## src/rtl/core/assert_macros.svh

```systemverilog
// assertion macros shared by the rtl
// expects clk and arst_n in the including scope
`ifndef ASSERT_MACROS_SVH
`define ASSERT_MACROS_SVH

// checked on every rising edge outside reset
`define MTG_ASSERT(label, prop, msg) \
	label: assert property (@(posedge clk) disable iff (!arst_n) prop) else $error(msg);

// implication form, antecedent then consequent
`define MTG_ASSERT_IMP(label, ante, cons, msg) \
	`MTG_ASSERT(label, (ante) |-> (cons), msg)

`endif

```

## src/rtl/core/mtg_pkg.sv

```systemverilog
// shared constants, types and state encoding for the mt19937 generator
// no dependencies
package mtg_pkg;

	localparam int STATE_WORDS  = 624;
	localparam int SHIFT_OFFSET = 397;
	localparam int IDX_W        = 10;
	localparam int WORD_W       = 32;

	localparam logic [IDX_W-1:0] LAST_IDX = IDX_W'(STATE_WORDS - 1);

	localparam logic [WORD_W-1:0] TWIST_XOR_VECTOR = 32'h9908_b0df;
	localparam logic [WORD_W-1:0] HIGH_BIT_MASK    = 32'h8000_0000;
	localparam logic [WORD_W-1:0] LOW_BITS_MASK    = 32'h7fff_ffff;
	localparam logic [WORD_W-1:0] INIT_MULTIPLIER  = 32'd1812433253;
	localparam logic [WORD_W-1:0] SEED_RESET       = 32'd5489;
	localparam logic [WORD_W-1:0] TEMPER_MASK_B    = 32'h9d2c_5680;
	localparam logic [WORD_W-1:0] TEMPER_MASK_C    = 32'hefc6_0000;

	typedef enum logic [2:0] {
		ST_FILL,
		ST_IDLE,
		ST_RD_PAIR,
		ST_RD_FAR,
		ST_TWIST
	} mtg_state_t;

	typedef struct packed {
		logic fill_run;
		logic rd_pair;
		logic rd_far;
		logic twist;
	} mtg_cmd_t;

	typedef struct packed {
		logic fill_done;
		logic out_busy;
	} mtg_sts_t;

endpackage

```

## src/rtl/core/mtg_ctrl.sv

```systemverilog
// controller state machine: table fill, reads and twist sequencing
// depends on mtg_pkg
module mtg_ctrl (
	input  logic              clk,
	input  logic              arst_n,
	input  logic              in_valid,
	input  logic              reseed,
	output logic              in_stall,
	input  mtg_pkg::mtg_sts_t sts,
	output mtg_pkg::mtg_cmd_t cmd
);
	import mtg_pkg::*;

	mtg_state_t state_q, state_d;
	logic       pend_q;
	logic       accept;

	assign accept = in_valid && !in_stall;

	always_ff @(posedge clk or negedge arst_n) begin
		if (!arst_n) begin
			state_q <= ST_FILL;
			pend_q  <= 1'b0;
		end else begin
			state_q <= state_d;
			if (accept && reseed) begin
				pend_q <= 1'b1;
			end else if (state_q == ST_FILL && sts.fill_done) begin
				pend_q <= 1'b0;
			end
		end
	end

	always_comb begin
		state_d = state_q;
		case (state_q)
			ST_FILL: begin
				if (sts.fill_done) begin
					state_d = pend_q ? ST_RD_PAIR : ST_IDLE;
				end
			end
			ST_IDLE: begin
				if (in_valid) begin
					state_d = reseed ? ST_FILL : ST_RD_PAIR;
				end
			end
			ST_RD_PAIR: state_d = ST_RD_FAR;
			ST_RD_FAR:  state_d = ST_TWIST;
			ST_TWIST: begin
				if (!sts.out_busy) begin
					state_d = ST_IDLE;
				end
			end
			default: state_d = ST_IDLE;
		endcase
	end

	always_comb begin
		in_stall     = 1'b1;
		cmd.fill_run = 1'b0;
		cmd.rd_pair  = 1'b0;
		cmd.rd_far   = 1'b0;
		cmd.twist    = 1'b0;
		case (state_q)
			ST_FILL:    cmd.fill_run = 1'b1;
			ST_IDLE:    in_stall = 1'b0;
			ST_RD_PAIR: cmd.rd_pair = 1'b1;
			ST_RD_FAR:  cmd.rd_far = 1'b1;
			ST_TWIST:   cmd.twist = !sts.out_busy;
			default:    in_stall = 1'b1;
		endcase
	end

endmodule

```

## config.mk

```make
export PLATFORM = sky130hd
export DESIGN_NAME = mtg_ctrl
export DESIGN_NICKNAME = d
export VERILOG_FILES = /design/src/rtl/core/assert_macros.svh /design/src/rtl/core/mtg_pkg.sv /design/src/rtl/core/mtg_ctrl.sv
export SDC_FILE = /design/constraint.sdc
export NUM_CORES = 1
export LEC_CHECK = 0
export ABC_CLOCK_PERIOD_IN_PS = 900
export BUFFER_PORTS_ARGS = -buffer_cell sky130_fd_sc_hd__buf_2
export CORE_AREA = 4 4 41 43
export CTS_BUF_LIST = sky130_fd_sc_hd__clkbuf_2
export DETAILED_ROUTE_END_ITERATION = 7
export DIE_AREA = 0 0 45 47
export PLACE_DENSITY_LB_ADDON = 0.3
export REMOVE_ABC_BUFFERS = 1
export SLEW_MARGIN = 20
export SYNTH_ARGS = -nofsm -noshare
export SYNTH_HDL_FRONTEND = slang
export SYNTH_SLANG_ARGS = --single-unit
export TNS_END_PERCENT = 50
```

## constraint.sdc

```tcl
create_clock -name clk -period 0.9 [get_ports clk]
set_input_delay 0.18 -clock clk [delete_from_list [all_inputs] [get_ports clk]]
set_output_delay 0.18 -clock clk [all_outputs]
set_load 0.02 [all_outputs]
```

==> Word level (Yosys, flattened, before mapping) <==
Cells that the tools add are included.
{ "classes": {"reduce_logical": 7, "mux": 13, "eq_ne": 7} }
{ "op_table": {"columns": ["operator", "n"], "rows": [
  ["$pmux 3 s5", 1],
  ["$mux 3", 3],
  ["$mux 1", 7],
  ["$eq 3x2->1 const B", 2],
  ["$ne 2x2->1 const B", 3],
  ["$mux 2", 2],
  ["$eq 3x1->1 const B", 1],
  ["$eq 3x3->1 const B", 1],
  ["$logic_and 1x1->1", 3],
  ["$logic_not 3->1", 1],
  ["$reduce_and 3->1", 1],
  ["$reduce_bool 2->1", 1],
  ["$logic_not 1->1", 1]
]} }
{ "word_totals": {"reg_bits": 4, "output_inout_bits": 5, "input_bits": 6} }

==> Longest topological paths before layout <==
Gate-level depths: netlist (run 1).
{ "depth": {"word_depth": 4, "mapped_depth": 4, "ltp_nobuf": 3} }

==> Worst setup path before layout (run 1) <==
No wires, ideal clock.
{ "synth_path": {"path_kind": "flip-flop to output port", "from": "reg state_q[2]", "to": "out cmd[2] (netlist bit)", "arrival_ns": 1.026, "stages_incl_launch_ff": 3, "t_required_ns": 0.720, "slack_ns": -0.306, "path_cell_list": "dfrtp_1 > buf_6 > nor3b_1"} }
{ "synth_lines": {"columns": ["item", "line", "source"], "rows": [
  ["start, declared", "mtg_ctrl.sv:14", "mtg_state_t state_q, state_d;"],
  ["start signal, assigned", "mtg_ctrl.sv:25", "state_q <= state_d;"],
  ["end, declared", "mtg_ctrl.sv:10", "output mtg_pkg::mtg_cmd_t cmd"]
]} }

==> results of run 1 <==
## metal layers
metal  part of all wire (%)  vias to the layer above
met3                    7.0                        0
met1                     36                      120
met5                      0                        -
li1                       -                      132
met2                     56                        8
met4                      0                        0
## worst max-delay path by stage
stage,from,endpoint,depth (start not counted)
final,state_q[1],cmd[0],4
after floorplan,state_q[2],cmd[2],1
after global routing,state_q[1],cmd[0],4
after detailed placement,state_q[1],cmd[0],4
after global placement,state_q[1],cmd[0],4
after CTS,state_q[1],cmd[0],4
## synth_stat cells (2+ instances only)
| library cell | number | share of area, % |
|---|---|---|
| buf_6 | 2 | 8.9 |
| o21a_1 | 2 | 5.9 |
| nor2_1 | 4 | 5.9 |
| nand2_1 | 4 | 5.9 |
| nand2b_1 | 2 | 4.9 |
| dfrtp_1 | 4 | 39 |
## worst register-to-register path: stages (launching register included)
cell and delay (ns):
dfrtp_2 0.47, nor2_4 0.14, buf_4 0.12, a31oi_1 0.06
a311oi_1 0.20
## kinds of logic after synthesis
group / after synthesis
compound gates: 6
buf+inv: 3
flops: 4
simple gates: 15
## power by group
group / internal, W / leakage (nW) / switching (W)
Combinational: 0.000437 / 0.124 / 0.000351
Sequential: 0.000264 / 0.0468 / 0.000139
Clock: 0.0000895 / 0.0125 / 0.0000719
## metrics by stage
step                      setup WS (ns)   power, W  setup TNS [ns]  instances
after floorplan                 -0.3048  0.0007492          -1.301         26
after global placement          -0.2099   0.001024          -1.552         54
after detailed placement        -0.1977   0.001017          -1.457         54
after CTS                       -0.3644   0.001254          -2.051         58
after global routing            -0.4425   0.001480          -2.693         60
final                           -0.3472   0.001351          -1.988         60
## flip-flops by register name, summed over array words and instances (netlist names)
signal and count:
pend_q 1, state_q 3
## final cells by class
cell class / instances / share of cell area, %
Inverter: 1 / 0.9615
Clock buffer: 3 / 3.846
Timing Repair Buffer: 16 / 28.53
Multi-Input combinational cell: 21 / 35.26
Tap cell: 15 / 4.808
Sequential cell: 4 / 26.60
## timing repair
item | in CTS | in global routing
buffers inserted | 0 | 2
endpoints found under the hold margin | 4 | 0
hold buffers | 1 | 0
endpoints found under the setup margin | 9 | 9
pin swaps | 4 | 3
resized for setup | 9 | 3
==> report_table.html, run 1 <==
<table>
<tr><th>Metric</th><th>Value</th></tr>
<tr><th colspan="2">Critical path</th></tr>
<tr><td>Category of the worst setup path launch point</td><td>register</td></tr>
<tr><td>Total buffers and inverters traversed by the critical path</td><td>1</td></tr>
<tr><td>Worst Path Required</td><td>0.72 ns</td></tr>
<tr><td>Critical path type</td><td>register to primary output</td></tr>
<tr><td>Critical-path cell list</td><td>nor2_2 &gt; nand2_1 &gt; nor2_1 &gt; buf_4</td></tr>
<tr><td>FF-to-FF End</td><td>pend_q</td></tr>
<tr><td>Maximum fanout along the worst path</td><td>7</td></tr>
<tr><td>Cell at the slowest stage of the critical path</td><td>dfrtp_2</td></tr>
<tr><td>Critical R2R Launch</td><td>state_q[2]</td></tr>
<tr><td>Cell family with most CP delay</td><td>flip-flops</td></tr>
<tr><td>Slowest stage delay, CP</td><td>0.45 ns</td></tr>
<tr><td>Flop2flop setup slack</td><td>-0.17 ns</td></tr>
<tr><td>Endpoint class of the critical path</td><td>primary output</td></tr>
<tr><td>Arrival time reported for the critical path endpoint</td><td>1.07 ns</td></tr>
<tr><td>Reg2reg path depth</td><td>4</td></tr>
<tr><th colspan="2">Clock tree</th></tr>
<tr><td>Cell at the root of the clock tree</td><td>clkbuf_2</td></tr>
<tr><td>Clock Sink Count</td><td>4</td></tr>
<tr><td>CTS Buffer Depth</td><td>2</td></tr>
<tr><td>H-tree lvl count</td><td>1</td></tr>
<tr><td>Clock slew at reported path FFs</td><td>0.04 ns</td></tr>
<tr><td>Clock latency on the worst-skew pair</td><td>0.21 ns</td></tr>
<tr><td>Clock tree from TritonCTS</td><td>built</td></tr>
<tr><td>Clock buffers created by TritonCTS</td><td>3</td></tr>
<tr><th colspan="2">Floorplanning</th></tr>
<tr><td>Die extent in x</td><td>45 um</td></tr>
<tr><td>Number of placement rows</td><td>13</td></tr>
<tr><td>Initial standard-cell utilization of the core</td><td>19.52%</td></tr>
<tr><td>Placeable core region</td><td>1301 um2</td></tr>
<tr><td>Number of ports placed on the die boundary</td><td>11</td></tr>
<tr><td>Overall die height</td><td>47 um</td></tr>
<tr><td>Die outline area</td><td>2115 um2</td></tr>
<tr><th colspan="2">Drt</th></tr>
<tr><td>Drc violations</td><td>0</td></tr>
<tr><td>Number of vias per cell</td><td>4.333</td></tr>
<tr><td>Final Routed Wirelength</td><td>573 um</td></tr>
<tr><td>Iteration-0 DRC Markers</td><td>6</td></tr>
<tr><td>Total number of vias</td><td>260</td></tr>
<tr><td>Number of iterations in the first detailed-routing pass</td><td>4</td></tr>
<tr><td>Antenna-violating nets left</td><td>0</td></tr>
<tr><td>Routed wirelength normalized by instance count</td><td>9.550 um</td></tr>
<tr><th colspan="2">Logic synthesis</th></tr>
<tr><td>Count of warnings emitted by yosys</td><td>0</td></tr>
<tr><td>Adder and majority cell fraction of the synthesized area</td><td>0%</td></tr>
<tr><td>Sequential-to-total area share from yosys stat</td><td>39.41%</td></tr>
<tr><td>Fraction of synthesized area in multiplexers</td><td>0%</td></tr>
<tr><td>Average footprint of a synthesized cell</td><td>9.071 um2</td></tr>
<tr><td>XOR/XNOR Fraction of Synth Area</td><td>0%</td></tr>
<tr><td>Async set-reset flop share out of synthesis</td><td>100.0%</td></tr>
<tr><td>Synth Register Bits</td><td>4</td></tr>
<tr><td>Area of the mapped netlist</td><td>254.0 um2</td></tr>
<tr><td>Compound-cell area share of the yosys netlist</td><td>17.24%</td></tr>
<tr><td>Main combinational cell family by area after synthesis</td><td>simple AND/OR/NAND/NOR gates</td></tr>
<tr><td>Most common flop cell mapped by yosys</td><td>dfrtp_1</td></tr>
<tr><td>Distinct cell type count after synthesis</td><td>16</td></tr>
<tr><td>Simple-Gate Fraction of Synth Area</td><td>33.00%</td></tr>
<tr><td>Number of enable-type register cells in the synthesized netlist</td><td>0</td></tr>
<tr><td>Post-synthesis instance total</td><td>28</td></tr>
<tr><th colspan="2">Pwr</th></tr>
<tr><td>Max rail drop VDD</td><td>1.599 mV</td></tr>
<tr><td>Power density over the cells</td><td>3462 nW/um2</td></tr>
<tr><td>Leakage component of the power</td><td>0.1835 nW</td></tr>
<tr><th colspan="2">GRT</th></tr>
<tr><td>GRT Total Usage</td><td>8.168%</td></tr>
<tr><td>Global-route layer with the greatest usage</td><td>met2</td></tr>
<tr><td>Wire length of the first global-routing pass</td><td>1090 um</td></tr>
<tr><td>Met2 global-route usage</td><td>9.887%</td></tr>
<tr><td>Global route total overflow</td><td>0</td></tr>
<tr><td>Largest net degree at the start of global routing</td><td>9</td></tr>
<tr><td>Initial antenna violation count</td><td>0</td></tr>
<tr><td>Number of global-route vias before repair</td><td>248</td></tr>
<tr><td>Global routing usage on met1</td><td>8.736%</td></tr>
<tr><td>Met3 track utilization from global routing</td><td>6.897%</td></tr>
<tr><th colspan="2">STA</th></tr>
<tr><td>Measured slew at the worst slew-check pin</td><td>0.2370 ns</td></tr>
<tr><td>Clock Skews</td><td>0.006345 ns</td></tr>
<tr><td>Minimum period implied by the final worst setup slack</td><td>1.247 ns</td></tr>
<tr><td>Max Clk Rate</td><td>801.8 MHz</td></tr>
<tr><td>Worst hold slack</td><td>0.1957 ns</td></tr>
<tr><td>Post-route fraction of the period consumed by the critical path</td><td>138.6%</td></tr>
<tr><td>Post-route worst setup slack</td><td>-0.3472 ns</td></tr>
<tr><td>Pins over their slew limit</td><td>0</td></tr>
<tr><td>Number of hold-slack violations in the final timing report</td><td>0</td></tr>
<tr><td>Worst slew margin relative to its limit</td><td>84.20%</td></tr>
<tr><td>Finish-stage setup viols</td><td>9</td></tr>
<tr><td>Unrepaired setup endpoints after global routing</td><td>true</td></tr>
<tr><th colspan="2">Final layout</th></tr>
<tr><td>Number of nets in the finished design</td><td>53</td></tr>
<tr><td>Register area</td><td>103.9 um2</td></tr>
<tr><td>Area Overhead vs Synth</td><td>53.69%</td></tr>
<tr><td>Share of final-layout standard cells stronger than drive strength 1</td><td>60.00%</td></tr>
<tr><td>Most common library cell in the layout ignoring fill and taps</td><td>buf_4</td></tr>
<tr><td>Final standard cell area without fillers</td><td>390.4 um2</td></tr>
<tr><td>Fill cells</td><td>152</td></tr>
<tr><td>Antenna diode count</td><td>0</td></tr>
<tr><td>Utilization after layout</td><td>30.00%</td></tr>
<tr><td>Highest-count cells in the layout ignoring fill and taps</td><td>buf_4, buf_2</td></tr>
<tr><td>Area taken by multi-input logic gates</td><td>137.6 um2</td></tr>
<tr><th colspan="2">Placed design</th></tr>
<tr><td>Final weighted congestion of routability-driven global placement</td><td>0.7014</td></tr>
<tr><td>Post-DP HPWL</td><td>446.5 um</td></tr>
<tr><td>Port Buffer Count</td><td>10</td></tr>
<tr><td>Instance area at placement</td><td>322.8 um2</td></tr>
<tr><th colspan="2">Worst hold path</th></tr>
<tr><td>Worst hold start</td><td>sts[1]</td></tr>
<tr><td>Worst Hold Class</td><td>input pin to register</td></tr>
<tr><td>Sink of the worst hold path</td><td>pend_q</td></tr>
<tr><td>Cell depth of the worst hold path</td><td>2</td></tr>
<tr><th colspan="2">Status</th></tr>
<tr><td>Status</td><td>finished with violations</td></tr>
<tr><td>Violated checks</td><td>negative setup slack</td></tr>
<tr><th colspan="2">Flow run</th></tr>
<tr><td>Maximum Capacitance Violations</td><td>0</td></tr>
</table>
No activity file was read; power rests on OpenSTA's default activity.
==> run 2: changes to the inputs <==
--- a/config.mk
+++ b/config.mk
@@ -11,9 +11,9 @@
 export CTS_BUF_LIST = sky130_fd_sc_hd__clkbuf_2
 export DETAILED_ROUTE_END_ITERATION = 7
 export DIE_AREA = 0 0 45 47
-export PLACE_DENSITY_LB_ADDON = 0.3
+export HOLD_SLACK_MARGIN = 0.15
+export PLACE_DENSITY = 0.46
 export REMOVE_ABC_BUFFERS = 1
-export SLEW_MARGIN = 20
 export SYNTH_ARGS = -nofsm -noshare
 export SYNTH_HDL_FRONTEND = slang
 export SYNTH_SLANG_ARGS = --single-unit
==> run 2 against run 1 <==
Effect of this change:
- the flow still finishes with violations (negative setup slack)
- combinational power increased by 9.4%
- worst hold slack gained 0.0027 ns
- largest power group unchanged
- core utilization rose by 1.2 points
- maximum frequency fell by 0.22%
- sequential share of layout area shrank 1.3 points
- first-iteration DRC count fell by 83%
- highest routed layer unchanged
- clock skew rose by 0.0021 ns
- die area is the same
==> report_table.html, run 2 (synthesized netlist as in run 1, its figures left out) <==
<table>
<tr><th>Metric</th><th>Value</th></tr>
<tr><th colspan="2">Placed design</th></tr>
<tr><td>Port Buffer Count</td><td>10 (unchanged)</td></tr>
<tr><td>Instance area at placement</td><td>345.3 um2 (+7.0%)</td></tr>
<tr><td>Final weighted congestion of routability-driven global placement</td><td>0.7045 (+0.44%)</td></tr>
<tr><td>Pre-CTS setup slack</td><td>-0.1927 ns (+0.004979 ns)</td></tr>
<tr><td>Post-DP HPWL</td><td>492.2 um (+10%)</td></tr>
<tr><th colspan="2">Critical path</th></tr>
<tr><td>Slowest stage delay, CP</td><td>0.40 ns (-0.05 ns)</td></tr>
<tr><td>Cell at the slowest stage of the critical path</td><td>dfrtp_1</td></tr>
<tr><td>Worst Path Required</td><td>0.72 ns (about the same)</td></tr>
<tr><td>Endpoint class of the critical path</td><td>primary output</td></tr>
<tr><td>Critical path type</td><td>register to primary output</td></tr>
<tr><td>Critical-path cell list</td><td>buf_4 &gt; nor2_4 &gt; nand2_1 &gt; buf_2</td></tr>
<tr><td>Maximum fanout along the worst path</td><td>4 (-3)</td></tr>
<tr><td>Cell family with most CP delay</td><td>flip-flops</td></tr>
<tr><td>Arrival time reported for the critical path endpoint</td><td>1.07 ns (about the same)</td></tr>
<tr><td>Total buffers and inverters traversed by the critical path</td><td>2 (+1)</td></tr>
<tr><td>Category of the worst setup path launch point</td><td>register</td></tr>
<tr><th colspan="2">Clock tree</th></tr>
<tr><td>Clock tree from TritonCTS</td><td>built</td></tr>
<tr><td>Clock Sink Count</td><td>4 (unchanged)</td></tr>
<tr><td>Clock slew at reported path FFs</td><td>0.05 ns (about the same)</td></tr>
<tr><td>Clock buffers created by TritonCTS</td><td>3 (unchanged)</td></tr>
<tr><td>Cell at the root of the clock tree</td><td>clkbuf_2</td></tr>
<tr><td>Clock latency on the worst-skew pair</td><td>0.21 ns (about the same)</td></tr>
<tr><td>CTS Buffer Depth</td><td>2 (unchanged)</td></tr>
<tr><td>H-tree lvl count</td><td>1 (unchanged)</td></tr>
<tr><th colspan="2">Final layout</th></tr>
<tr><td>Area Overhead vs Synth</td><td>59.61%</td></tr>
<tr><td>Number of nets in the finished design</td><td>55 (+3.8%)</td></tr>
<tr><td>Highest-count cells in the layout ignoring fill and taps</td><td>buf_4, buf_2, nand2_1</td></tr>
<tr><td>Share of final-layout standard cells stronger than drive strength 1</td><td>61.70% (+1.7 points)</td></tr>
<tr><td>Top flop regs</td><td>state_q: 3 flops, pend_q: 1 flops</td></tr>
<tr><td>Final standard cell area without fillers</td><td>405.4 um2 (+3.8%)</td></tr>
<tr><td>Register area</td><td>102.6 um2 (-1.2%)</td></tr>
<tr><td>Register bank with the most flops</td><td>state_q</td></tr>
<tr><td>Most common library cell in the layout ignoring fill and taps</td><td>buf_4</td></tr>
<tr><td>Area taken by multi-input logic gates</td><td>145.1 um2 (+5.5%)</td></tr>
<tr><td>Fill cells</td><td>155 (+2.0%)</td></tr>
<tr><td>Antenna diode count</td><td>0 (unchanged)</td></tr>
<tr><td>Number of flip-flops in the largest register</td><td>3 (unchanged)</td></tr>
<tr><th colspan="2">GRT</th></tr>
<tr><td>Number of global-route vias before repair</td><td>275 (+11%)</td></tr>
<tr><td>Largest net degree at the start of global routing</td><td>7 (-2)</td></tr>
<tr><td>GRT Total Usage</td><td>7.997% (-0.17 points)</td></tr>
<tr><td>Wire length of the first global-routing pass</td><td>1152 um (+5.7%)</td></tr>
<tr><td>Global route total overflow</td><td>0 (unchanged)</td></tr>
<tr><td>Initial antenna violation count</td><td>0 (unchanged)</td></tr>
<tr><th colspan="2">Flow run</th></tr>
<tr><td>Maximum Capacitance Violations</td><td>0 (unchanged)</td></tr>
<tr><th colspan="2">STA</th></tr>
<tr><td>Pins over their slew limit</td><td>0 (unchanged)</td></tr>
<tr><td>Worst hold slack</td><td>0.1984 ns (+0.002665 ns)</td></tr>
<tr><td>Minimum period implied by the final worst setup slack</td><td>1.250 ns (+0.002734 ns)</td></tr>
<tr><td>Post-route worst setup slack</td><td>-0.3499 ns (-0.002734 ns)</td></tr>
<tr><td>Max Clk Rate</td><td>800.1 MHz (-0.22%)</td></tr>
<tr><td>Unrepaired setup endpoints after global routing</td><td>true</td></tr>
<tr><td>Post-route fraction of the period consumed by the critical path</td><td>138.9% (+0.30 points)</td></tr>
<tr><td>Finish-stage setup viols</td><td>9 (unchanged)</td></tr>
<tr><td>Clock Skews</td><td>0.008396 ns (+0.002052 ns)</td></tr>
<tr><td>Number of hold-slack violations in the final timing report</td><td>0 (unchanged)</td></tr>
<tr><td>Measured slew at the worst slew-check pin</td><td>0.2185 ns (-0.01847 ns)</td></tr>
<tr><td>Worst slew margin relative to its limit</td><td>85.33% (+1.1 points)</td></tr>
<tr><th colspan="2">Floorplanning</th></tr>
<tr><td>Number of ports placed on the die boundary</td><td>11 (unchanged)</td></tr>
<tr><td>Die outline area</td><td>2115 um2 (unchanged)</td></tr>
<tr><td>Placeable core region</td><td>1301 um2 (unchanged)</td></tr>
<tr><td>Number of placement rows</td><td>13 (unchanged)</td></tr>
<tr><td>Initial standard-cell utilization of the core</td><td>19.52% (unchanged)</td></tr>
<tr><td>Overall die height</td><td>47 um (unchanged)</td></tr>
<tr><td>Die extent in x</td><td>45 um (unchanged)</td></tr>
<tr><th colspan="2">Drt</th></tr>
<tr><td>Antenna-violating nets left</td><td>0 (unchanged)</td></tr>
<tr><td>Number of iterations in the first detailed-routing pass</td><td>4 (unchanged)</td></tr>
<tr><td>DR WL met3</td><td>28 um (-30%)</td></tr>
<tr><td>Routed metal-1 wire length</td><td>241 um (+15%)</td></tr>
<tr><td>Iteration-0 DRC Markers</td><td>1 (-5)</td></tr>
<tr><td>Final Routed Wirelength</td><td>646 um (+13%)</td></tr>
<tr><td>Top Metal Used</td><td>met3</td></tr>
<tr><td>Wire length on met2</td><td>377 um (+17%)</td></tr>
<tr><td>Total number of vias</td><td>273 (+5.0%)</td></tr>
<tr><td>Number of vias per cell</td><td>4.403 (+1.6%)</td></tr>
<tr><td>Drc violations</td><td>0 (unchanged)</td></tr>
<tr><td>Routed wirelength normalized by instance count</td><td>10.42 um (+9.1%)</td></tr>
<tr><th colspan="2">Worst hold path</th></tr>
<tr><td>Worst Hold Class</td><td>input pin to register</td></tr>
<tr><th colspan="2">Pwr</th></tr>
<tr><td>Power density over the cells</td><td>3429 nW/um2 (-0.94%)</td></tr>
<tr><td>Leakage component of the power</td><td>0.1940 nW (+5.7%)</td></tr>
<tr><td>Max rail drop VDD</td><td>1.343 mV (-16%)</td></tr>
<tr><th colspan="2">Status</th></tr>
<tr><td>Status</td><td>finished with violations</td></tr>
<tr><td>Violated checks</td><td>negative setup slack</td></tr>
</table>
[run 2: routing by layer]
| layer | GRT usage [%] | vias to the layer above |
|---|---|---|
| met1 | 8.009 | 132 |
| met2 | 13.56 | 7 |
| met5 | 0 | - |
| li1 | - | 134 |
| met4 | 5.263 | 0 |
| met3 | 3.448 | 0 |
[run 2: worst paths after layout]
kind                         endpoint  startpoint  slack (ns)  depth (start not counted)
max                          in_stall  state_q[1]       -0.35                          4
min                            pend_q      sts[1]        0.20                          2
max reg2reg                state_q[0]  state_q[1]       -0.16                          4
min reg2reg                    pend_q      pend_q        0.59                          2
max in group asynchronous  state_q[2]      arst_n        0.46                          2
min in group asynchronous  state_q[1]      arst_n        0.30                          2
[run 2: area by class of cell]
| type | count | share of cell area (%) |
|---|---|---|
| repair buffers | 18 | 29.63 |
| inverters | 1 | 0.9259 |
| multi-input cells | 21 | 35.80 |
| well taps | 15 | 4.630 |
| clock buffers | 3 | 3.704 |
| flip-flops and latches | 4 | 25.31 |
[run 2: metrics by stage]
stage / TNS, ns / cells / util [%] / power, W
after floorplan: -1.301 / 26 / - / 0.0007492
after global placement: -1.329 / 57 / 26.54 / 0.001109
after detailed placement: -1.214 / 57 / 26.54 / 0.001098
after CTS: -2.203 / 62 / 30.58 / 0.001379
after global routing: -2.911 / 62 / 31.15 / 0.001519
final: -2.130 / 62 / 31.15 / 0.001390
[run 2: report_power, final]
group	leakage (nW)	internal (W)	switching (W)	total, W
clock	0.0125	0.0000896	0.0000717	0.000161
combinational	0.134	0.000449	0.000412	0.000861
sequential	0.0480	0.000260	0.000107	0.000367
[run 2: repair_timing]
item | in CTS | in global routing
setup endpoints to repair | 9 | 9
hold buffers | 1 | 0
gates resized for setup | 8 | 2
hold endpoints to repair | 4 | 0
pin swaps | 3 | 1
setup buffers | 1 | 0
==> run 3: changes to the inputs <==
--- a/config.mk
+++ b/config.mk
@@ -5,6 +5,7 @@
 export SDC_FILE = /design/constraint.sdc
 export NUM_CORES = 1
 export LEC_CHECK = 0
+export ABC_AREA = 1
 export ABC_CLOCK_PERIOD_IN_PS = 900
 export BUFFER_PORTS_ARGS = -buffer_cell sky130_fd_sc_hd__buf_2
 export CORE_AREA = 4 4 41 43
==> run 3 against run 2 <==
Effect of this change:
- the flow still finishes with violations (negative setup slack)
- wire length is 7.6% lower
- register-to-register slack better by 0.07 ns
- clock power is 4% lower
- sequential cell count stayed put
- clock skew is 0.0083 ns lower
- total power is 5.3% higher
- sequential share of layout area is 0.38 points lower
- setup slack worse by 0.0086 ns
- critical path depth is 2 lower
- area after synthesis is 3.4% lower
- via count is 2.9% higher
- non-clock buffer count is 2 lower
==> report_table.html, run 3 <==
<table>
<tr><th>Metric</th><th>Value</th></tr>
<tr><th colspan="2">STA</th></tr>
<tr><td>Worst slew margin relative to its limit</td><td>86.82% (+1.5 points)</td></tr>
<tr><td>Fin Setup TNS</td><td>-1.867 ns (+0.2628 ns)</td></tr>
<tr><td>Minimum period implied by the final worst setup slack</td><td>1.259 ns (+0.008584 ns)</td></tr>
<tr><td>Post-route worst setup slack</td><td>-0.3585 ns (-0.008584 ns)</td></tr>
<tr><td>Post-route fraction of the period consumed by the critical path</td><td>139.8% (+0.95 points)</td></tr>
<tr><td>Clock Skews</td><td>0.00008170 ns (-0.008315 ns)</td></tr>
<tr><td>Finish-stage setup viols</td><td>9 (unchanged)</td></tr>
<tr><td>Max Clk Rate</td><td>794.6 MHz (-0.68%)</td></tr>
<tr><td>Worst hold slack</td><td>0.2472 ns (+0.04885 ns)</td></tr>
<tr><td>Measured slew at the worst slew-check pin</td><td>0.1959 ns (-0.02266 ns)</td></tr>
<tr><td>Number of hold-slack violations in the final timing report</td><td>0 (unchanged)</td></tr>
<tr><td>Pins over their slew limit</td><td>0 (unchanged)</td></tr>
<tr><td>Unrepaired setup endpoints after global routing</td><td>true</td></tr>
<tr><th colspan="2">Placed design</th></tr>
<tr><td>Instance area at placement</td><td>351.6 um2 (+1.8%)</td></tr>
<tr><td>Pre-CTS setup slack</td><td>-0.1819 ns (+0.01083 ns)</td></tr>
<tr><td>Port Buffer Count</td><td>10 (unchanged)</td></tr>
<tr><td>Final weighted congestion of routability-driven global placement</td><td>0.6926 (-1.7%)</td></tr>
<tr><td>Post-DP HPWL</td><td>467.3 um (-5.1%)</td></tr>
<tr><th colspan="2">Logic synthesis</th></tr>
<tr><td>Post-synthesis instance total</td><td>36 (+29%)</td></tr>
<tr><td>Sequential-to-total area share from yosys stat</td><td>40.82% (+1.4 points)</td></tr>
<tr><td>Count leader, synth</td><td>nand2_1</td></tr>
<tr><td>Count of warnings emitted by yosys</td><td>0 (unchanged)</td></tr>
<tr><td>Fraction of synthesized area in multiplexers</td><td>0% (unchanged)</td></tr>
<tr><td>Largest area contributor in the netlist</td><td>dfrtp_1</td></tr>
<tr><td>Simple-Gate Fraction of Synth Area</td><td>39.29% (+6.3 points)</td></tr>
<tr><td>Adder and majority cell fraction of the synthesized area</td><td>0% (unchanged)</td></tr>
<tr><td>Number of enable-type register cells in the synthesized netlist</td><td>0 (unchanged)</td></tr>
<tr><td>Most common library cells after synthesis</td><td>nand2_1, inv_1, nand3_1</td></tr>
<tr><td>Area of the mapped netlist</td><td>245.2 um2 (-3.4%)</td></tr>
<tr><td>Main combinational cell family by area after synthesis</td><td>simple AND/OR/NAND/NOR gates</td></tr>
<tr><td>Cells taking the most area after synthesis</td><td>dfrtp_1, nand3_1, nand2_1</td></tr>
<tr><td>Average footprint of a synthesized cell</td><td>6.812 um2 (-25%)</td></tr>
<tr><td>Area fraction of the dominant cell type after synthesis</td><td>40.82% (+1.4 points)</td></tr>
<tr><td>Most common flop cell mapped by yosys</td><td>dfrtp_1</td></tr>
<tr><td>Compound-cell area share of the yosys netlist</td><td>6.122% (-11 points)</td></tr>
<tr><td>Async set-reset flop share out of synthesis</td><td>100.0% (unchanged)</td></tr>
<tr><td>Synth Register Bits</td><td>4 (unchanged)</td></tr>
<tr><td>Distinct cell type count after synthesis</td><td>12 (-4)</td></tr>
<tr><td>XOR/XNOR Fraction of Synth Area</td><td>0% (unchanged)</td></tr>
<tr><th colspan="2">GRT</th></tr>
<tr><td>Global route total overflow</td><td>0 (unchanged)</td></tr>
<tr><td>Number of global-route vias before repair</td><td>271 (-1.5%)</td></tr>
<tr><td>GRT Total Usage</td><td>6.667% (-1.3 points)</td></tr>
<tr><td>Largest net degree at the start of global routing</td><td>8 (+1)</td></tr>
<tr><td>Initial antenna violation count</td><td>0 (unchanged)</td></tr>
<tr><td>Wire length of the first global-routing pass</td><td>1000 um (-13%)</td></tr>
<tr><th colspan="2">Clock tree</th></tr>
<tr><td>Clock latency on the worst-skew pair</td><td>0.20 ns (about the same)</td></tr>
<tr><td>H-tree lvl count</td><td>1 (unchanged)</td></tr>
<tr><td>CTS Buffer Depth</td><td>2 (unchanged)</td></tr>
<tr><td>Clock buffers created by TritonCTS</td><td>3 (unchanged)</td></tr>
<tr><td>Clock tree from TritonCTS</td><td>built</td></tr>
<tr><td>Clock slew at reported path FFs</td><td>0.04 ns (about the same)</td></tr>
<tr><td>Clock Sink Count</td><td>4 (unchanged)</td></tr>
<tr><td># Post-CTS Setup Buffers</td><td>0 (-1)</td></tr>
<tr><td>Cell at the root of the clock tree</td><td>clkbuf_2</td></tr>
<tr><th colspan="2">Final layout</th></tr>
<tr><td>Highest-count cells in the layout ignoring fill and taps</td><td>nand2_1, buf_4, inv_1, buf_2, nand3_1</td></tr>
<tr><td>Share of final-layout standard cells stronger than drive strength 1</td><td>50.91% (-11 points)</td></tr>
<tr><td>Number of flip-flops in the largest register</td><td>3 (unchanged)</td></tr>
<tr><td>Register bank with the most flops</td><td>state_q</td></tr>
<tr><td>Antenna diode count</td><td>0 (unchanged)</td></tr>
<tr><td>Top flop regs</td><td>state_q: 3 flops, pend_q: 1 flops</td></tr>
<tr><td>Number of nets in the finished design</td><td>63 (+15%)</td></tr>
<tr><td>Area Overhead vs Synth</td><td>67.86%</td></tr>
<tr><td>Fill cells</td><td>155 (unchanged)</td></tr>
<tr><td>Final standard cell area without fillers</td><td>411.6 um2 (+1.5%)</td></tr>
<tr><th colspan="2">Critical path</th></tr>
<tr><td>Maximum fanout along the worst path</td><td>4 (unchanged)</td></tr>
<tr><td>Worst Path Required</td><td>0.72 ns (about the same)</td></tr>
<tr><td>Arrival time reported for the critical path endpoint</td><td>1.08 ns (about the same)</td></tr>
<tr><td>Endpoint class of the critical path</td><td>primary output</td></tr>
<tr><td>Category of the worst setup path launch point</td><td>register</td></tr>
<tr><td>Critical path type</td><td>register to primary output</td></tr>
<tr><th colspan="2">Drt</th></tr>
<tr><td>Drc violations</td><td>0 (unchanged)</td></tr>
<tr><td>Antenna-violating nets left</td><td>0 (unchanged)</td></tr>
<tr><td>Total number of vias</td><td>281 (+2.9%)</td></tr>
<tr><td>Number of vias per cell</td><td>4.014 (-8.8%)</td></tr>
<tr><td>Routed wirelength normalized by instance count</td><td>8.529 um (-18%)</td></tr>
<tr><td>Number of iterations in the first detailed-routing pass</td><td>4 (unchanged)</td></tr>
<tr><td>Iteration-0 DRC Markers</td><td>2 (+1)</td></tr>
<tr><td>Final Routed Wirelength</td><td>597 um (-7.6%)</td></tr>
<tr><th colspan="2">Floorplanning</th></tr>
<tr><td>Initial standard-cell utilization of the core</td><td>18.85% (-0.67 points)</td></tr>
<tr><td>Number of ports placed on the die boundary</td><td>11 (unchanged)</td></tr>
<tr><td>Die extent in x</td><td>45 um (unchanged)</td></tr>
<tr><td>Placeable core region</td><td>1301 um2 (unchanged)</td></tr>
<tr><td>Overall die height</td><td>47 um (unchanged)</td></tr>
<tr><td>Number of placement rows</td><td>13 (unchanged)</td></tr>
<tr><td>Die outline area</td><td>2115 um2 (unchanged)</td></tr>
<tr><th colspan="2">Pwr</th></tr>
<tr><td>Leakage component of the power</td><td>0.2502 nW (+29%)</td></tr>
<tr><td>Clock power frac</td><td>10.5% (-1.1 points)</td></tr>
<tr><td>Max rail drop VDD</td><td>1.234 mV (-8.1%)</td></tr>
<tr><td>Internal power component</td><td>0.0007997 W (+0.13%)</td></tr>
<tr><td>Sequential cell fraction of total power</td><td>25.7% (-0.7 points)</td></tr>
<tr><td>Switching power as a share of total power</td><td>45.35% (+2.8 points)</td></tr>
<tr><td>Power after layout</td><td>0.001463 W (+5.3%)</td></tr>
<tr><td>Net load switching power</td><td>0.0006636 W (+12%)</td></tr>
<tr><td>Part of the total power dissipated in combinational logic</td><td>63.8% (+1.8 points)</td></tr>
<tr><td>Power density over the cells</td><td>3555 nW/um2 (+3.7%)</td></tr>
<tr><th colspan="2">Status</th></tr>
<tr><td>Violated checks</td><td>negative setup slack</td></tr>
<tr><td>Status</td><td>finished with violations</td></tr>
<tr><th colspan="2">Worst hold path</th></tr>
<tr><td>Worst Hold Class</td><td>input pin to register</td></tr>
<tr><th colspan="2">Flow run</th></tr>
<tr><td>Maximum Capacitance Violations</td><td>0 (unchanged)</td></tr>
</table>
-- run 3: changes by cell type after synthesis, moves of 3 or more --
cell,previous run,this run
inv_2,0,3
nand2_1,4,7
nand3_1,1,6
inv_1,1,6
-- run 3: critical path, cell delays in order, from the launching register on --
cell     delay [ns]
dfrtp_2        0.44
nor4_1         0.24
buf_2          0.20
-- run 3: path summary, 6_finish.rpt --
path | from | cells past startpoint | slack (ns) | to
min | reseed | 3 | 0.25 | pend_q
min in group asynchronous | arst_n | 2 | 0.31 | pend_q
max reg2reg | state_q[1] | 5 | -0.09 | state_q[1]
max in group asynchronous | arst_n | 2 | 0.46 | state_q[0]
min reg2reg | pend_q | 2 | 0.54 | pend_q
max | state_q[1] | 2 | -0.36 | cmd[0]
-- run 3: through the flow --
step           util (%)  instances
2_1_floorplan         -         36
3_3_place_gp      27.02         66
3_5_place_dp      27.02         66
4_1_cts           30.58         70
5_1_grt           31.63         70
6_report          31.63         70
-- run 3: layout make-up --
cell class                      instances  area [um2]  area share [%]
Clock buffer                            3       15.01           3.647
Inverter                                9       33.78           8.207
Tap cell                               15       18.77           4.559
Multi-Input combinational cell         23       126.4           30.70
Sequential cell                         4       102.6           24.92
Timing Repair Buffer                   16       115.1           27.96
-- run 3: power by group through the flow --
stage	logic, W	registers (W)	clock network [W]
after floorplan	0.000486	0.000341	0
after global placement	0.000808	0.000346	0
after detailed placement	0.000795	0.000348	0
after global routing	0.00104	0.000389	0.000180
after CTS	0.000889	0.000350	0.000169
final	0.000934	0.000376	0.000154
-- run 3: timing repair --
action,4_1_cts,5_1_grt
endpoints found under the hold margin,4,0
pin swaps,2,3
hold buffers,1,0
setup endpoints to repair,9,9
gates resized for setup,7,5
-- run 3: logic make-up after synthesis --
logic type,count (synthesis)
and+or+nand+nor,20
DFF,4
AOI/OAI and AO/OA,3
buffers and inverters,9
-- run 3: layer usage --
layer	GRT usage [%]	vias to the layer above	share of wire, %
li1	-	149	-
met1	8.295	127	45
met2	9.322	5	50
met3	2.299	0	4.9
met4	5.263	0	0
met5	0	-	0
